## config.mk

```make
export PLATFORM = sky130hd
export DESIGN_NAME = beq_ram
export DESIGN_NICKNAME = d
export VERILOG_FILES = /design/src/hdl/bucketed_event_queue_assert.svh /design/src/hdl/beq_ram.sv
export SDC_FILE = /design/constraint.sdc
export NUM_CORES = 1
export LEC_CHECK = 0
export BUFFER_PORTS_ARGS = -buffer_cell sky130_fd_sc_hd__buf_4
export CAP_MARGIN = 5
export CORE_MARGIN = 1.5
export CORE_UTILIZATION = 35
export CTS_BUF_LIST = sky130_fd_sc_hd__clkbuf_4 sky130_fd_sc_hd__clkbuf_8
export CTS_CLUSTER_SIZE = 40
export DETAILED_ROUTE_END_ITERATION = 12
export PLACE_DENSITY = 0.5
export REMOVE_ABC_BUFFERS = 1
export SKIP_LAST_GASP = 1
export SLEW_MARGIN = 20
export SYNTH_ARGS = -nofsm -noshare
export SYNTH_HDL_FRONTEND = slang
export SYNTH_SLANG_ARGS = --single-unit
```

## constraint.sdc

```tcl
create_clock -name clk_i -period 3.7 [get_ports clk_i]
set_input_delay 0.555 -clock clk_i [delete_from_list [all_inputs] [get_ports clk_i]]
set_output_delay 0.555 -clock clk_i [all_outputs]
set_load 0.01 [all_outputs]
```

## src/hdl/bucketed_event_queue_assert.svh

```systemverilog
// Assertion macros for the bucketed event queue.
// Used by the top level; no other dependencies.
`ifndef BUCKETED_EVENT_QUEUE_ASSERT_SVH
`define BUCKETED_EVENT_QUEUE_ASSERT_SVH
`ifndef SYNTH
`define BEQ_ASSERT(label, clk, rst_n, prop, msg) \
  label: assert property (@(posedge clk) disable iff (!rst_n) prop) else $error(msg);
`define BEQ_ASSERT_NEXT(label, clk, rst_n, cond, prop, msg) \
  label: assert property (@(posedge clk) disable iff (!rst_n) cond |=> prop) else $error(msg);
`else
`define BEQ_ASSERT(label, clk, rst_n, prop, msg)
`define BEQ_ASSERT_NEXT(label, clk, rst_n, cond, prop, msg)
`endif
`endif

```

## src/hdl/beq_ram.sv

```systemverilog
// Generic single-port-write, single-read RAM with registered read data.
// No dependencies.
`timescale 1ns / 1ps
module beq_ram #(
  parameter int unsigned Width = 8,
  parameter int unsigned Depth = 16
) (
  input  logic                     clk_i,
  input  logic                     we_i,
  input  logic [$clog2(Depth)-1:0] waddr_i,
  input  logic [Width-1:0]         wdata_i,
  input  logic [$clog2(Depth)-1:0] raddr_i,
  output logic [Width-1:0]         rdata_o
);
  logic [Width-1:0] mem_q [Depth];

  always_ff @(posedge clk_i) begin
    if (we_i) begin
      mem_q[waddr_i] <= wdata_i;
    end
    rdata_o <= mem_q[raddr_i];
  end
endmodule

```

Word-level counts from Yosys, hierarchy flattened:

Memory sizes are Yosys's and may differ from the RTL's. A register that Yosys moved wholly into a read port is not among the register bits.
Index checks and enable logic that the tools add are counted.

* mux-type cells: 2

Operator list (count)
* 1-bit two-way mux: 2

* bits of input ports: 18
* memory bits (writable): 128
* output and inout bits: 8
* memories: 1
* register bits after elaboration: 0

Memory list
* mem_q: depth 16, bits a word 8, read ports 1, clocked after memory_dff 1, write ports 1, line beq_ram.sv:15 `logic [Width-1:0] mem_q [Depth];`

Longest topological paths before layout:

* depth in word-level cells: 2
* gate-level depth with buffers: 5

Worst setup path after synthesis:

OpenSTA, ideal clock, no wires.

* kind: input port to flip-flop
* from: input port waddr_i[2]
* to: memory mem_q[0][0], enable pin
* arrival time: 1.665 ns
* data required time: 3.317 ns
* slack: 1.652 ns
* cell stages on the path: 2
* cell sequence: or3b_2 > nor3_1

RTL lines
* start: declaration: line beq_ram.sv:10 `input logic [$clog2(Depth)-1:0] waddr_i,`
* end: declaration: line beq_ram.sv:15

No word-level cell before the write port.

Final worst setup path:

* from: input port waddr_i[2]
* to: memory mem_q[3][7], enable pin

No word-level cell before the write port.

==> reports/qor.csv <==
metric,value,unit
FF-to-FF End,rdata_o[4],
DRT iter0 DRCs,112,
hold buffers post-CTS,0,
Hold Path Origin,wdata_i[1],
# port buffers,25,
Period minus WS final,1.92,ns
Power Dens Cells,538,nW/um2
final clock skew,0.00878,ns
Max VDD drop,0.275,mV
Finished Layout Cells,462,
"most common cell after layout, fill and taps aside",edfxtp_1,
share of cells above drive strength 1,28.4,%
CP startpoint kind,primary input,
TNS Setup,0,ns
Critical Path AT,1.97,ns
starting density of the core,35.7,%
Die ar.,15400,um2
CP required,3.75,ns
I/O pins,26,
Post-Syn Area,5150,um2
f_max,521,MHz
Post-CTS Setup Inserts,0,
sequential share of the synthesized area,77.8,%
Least-Margin Pin Slew,1.01,ns
Yosys warnings,0,
total wire length,10800,um
max-cap viol count,0,
Clock Latency Late Sink,0.43,ns
reg2reg setup slack,2.33,ns
most frequent cells in the layout,"edfxtp_1, buf_4, mux4_2",
DRC Markers,0,
endpoints failing setup,0,
Tot Pwr,3.19,mW
Tightest Hold Check Type,in -> reg,
GR Util All Layers,14.9,%
r2r startpoint,mem_q[7][4],
Setup CP Type,in -> reg,
Synth Register Bits,136,
R2R cell count,3,
Area Growth Syn to Fin,15.1,%
CTS buffer count,17,
Core ar.,14400,um2
Post-DP HPWL,6600,um
Fin. Hold Viols,0,
GRT overflow,0,
Min-Delay Endpoint,mem_q[10][1],
largest net degree at the start of global routing,33,
pre-CTS setup slack,1.31,ns
Synth cell types,19,
TritonCTS clock tree,built,
status,completed,
clock net sink count,136,
CTS root buffer,clkbuf_8,
pins over their slew limit,0,
ANT cells,0,
Avg Inst Size Synth,22.5,um2
Setup WS post-layout,1.78,ns
"antenna viol nets, final",0,
cells after synthesis,229,
Reg area,4000,um2
Crit. End Element,flop,
worst-case clock buffer depth,2,
Vias,2317,
Die X,124,um
die height,124,um
Placer Congestion,0.678,
placed cells,431,
post-cts sizing count,0,
Via density,5.02,
row count,44,
peak fanout along the critical path,8,
# fillers,1287,
Final #Nets,284,
H-tree depth,4,
initial antenna violation count,0,
Detailed Routing Iterations Pass 1,4,
"Reg clk slew, reported paths",0.08,ns
WHS Path Cells,1,
crit share post-route,51.9,%
RSZ-0062 raised after global routing,no,
first-pass GRT wire length,16100,um
Lkg Pwr,1.95,nW
Max-slew headroom,32.6,%
multi-input gate area in the final layout,1060,um2
routed len/inst,23.4,um
number of global-route vias before repair,2429,
-- layout make-up --
type	count	area share (%)
Multi-Input combinational cell	83	17.9
Sequential cell	136	67.6
Clock inverter	13	3.02
Timing Repair Buffer	28	3.55
Tap cell	184	3.88
Clock buffer	18	4.07
-- state kept, by name, indices dropped and copies added, names as in the netlist --
register / flops
mem_q: 128
rdata_o: 8
-- metrics by stage --
stage / hold slack [ns] / utilization (%) / instance area [um2]
4_1_cts: 0.422 / 41.1 / 5930
3_3_place_gp: 0.649 / 38.1 / 5500
3_5_place_dp: 0.668 / 38.2 / 5510
2_1_floorplan: 0.629 / - / 5060
6_report: 0.443 / 41.1 / 5930
5_1_grt: 0.427 / 41.1 / 5930
-- worst max path at each step --
stage	startpoint	end	slack [ns]
2_1_floorplan	waddr_i[2]	mem_q[0][0]	1.65
3_3_place_gp	waddr_i[3]	mem_q[4][3]	1.27
3_5_place_dp	waddr_i[2]	mem_q[3][4]	1.31
4_1_cts	waddr_i[2]	mem_q[3][5]	1.77
5_1_grt	waddr_i[2]	mem_q[1][7]	1.76
6_report	waddr_i[2]	mem_q[3][7]	1.78
-- power breakdown --
| part | leakage, nW | switching (mW) | internal [mW] |
|---|---|---|---|
| clock network | 0.216 | 0.552 | 0.735 |
| logic | 0.508 | 0.0974 | 0.0724 |
| registers | 1.22 | 0.0118 | 1.72 |
| total | 1.95 | 0.661 | 2.53 |
-- cells in the mapped netlist, drive strengths merged --
| library cell | count | area (um2) |
|---|---|---|
| dfxtp | 8 | 160 |
| or3b | 1 | 8.76 |
| nand2 | 9 | 33.8 |
| mux4 | 32 | 773 |
| and2 | 1 | 6.26 |
| buf | 7 | 56.3 |
| nor2 | 13 | 48.8 |
| edfxtp | 128 | 3840 |
| and2b | 1 | 7.51 |
| nand3b | 2 | 15.0 |
| nand3 | 1 | 5.00 |
| clkdlybuf4s25 | 3 | 30.0 |
| nor3 | 4 | 20.0 |
| a22oi | 16 | 120 |
| nand2b | 2 | 12.5 |
| nor2b | 1 | 6.26 |
-- logic make-up (layout without fill, tap and decap cells) --
| group | Yosys count | in the layout | share of synthesized area, % |
|---|---|---|---|
| DFF | 136 | 136 | 77.8 |
| buffers and inverters | 10 | 59 | 1.68 |
| AOI/OAI and AO/OA | 16 | 16 | 2.33 |
| and+or+nand+nor | 35 | 35 | 3.18 |
| muxes | 32 | 32 | 15.0 |
-- layer usage --
metal	vias up	track usage [%]	wire length, um
li1	1044	-	-
met1	1207	21.2	5210
met2	60	21.7	5030
met3	6	4.81	511
met4	0	4.60	67
met5	-	0	0
-- critical path: stages --
cell	delay [ns]
buf_4	0.12
or3b_2	0.51
nor2_1	0.78
Power figures use the tool's default switching activity.
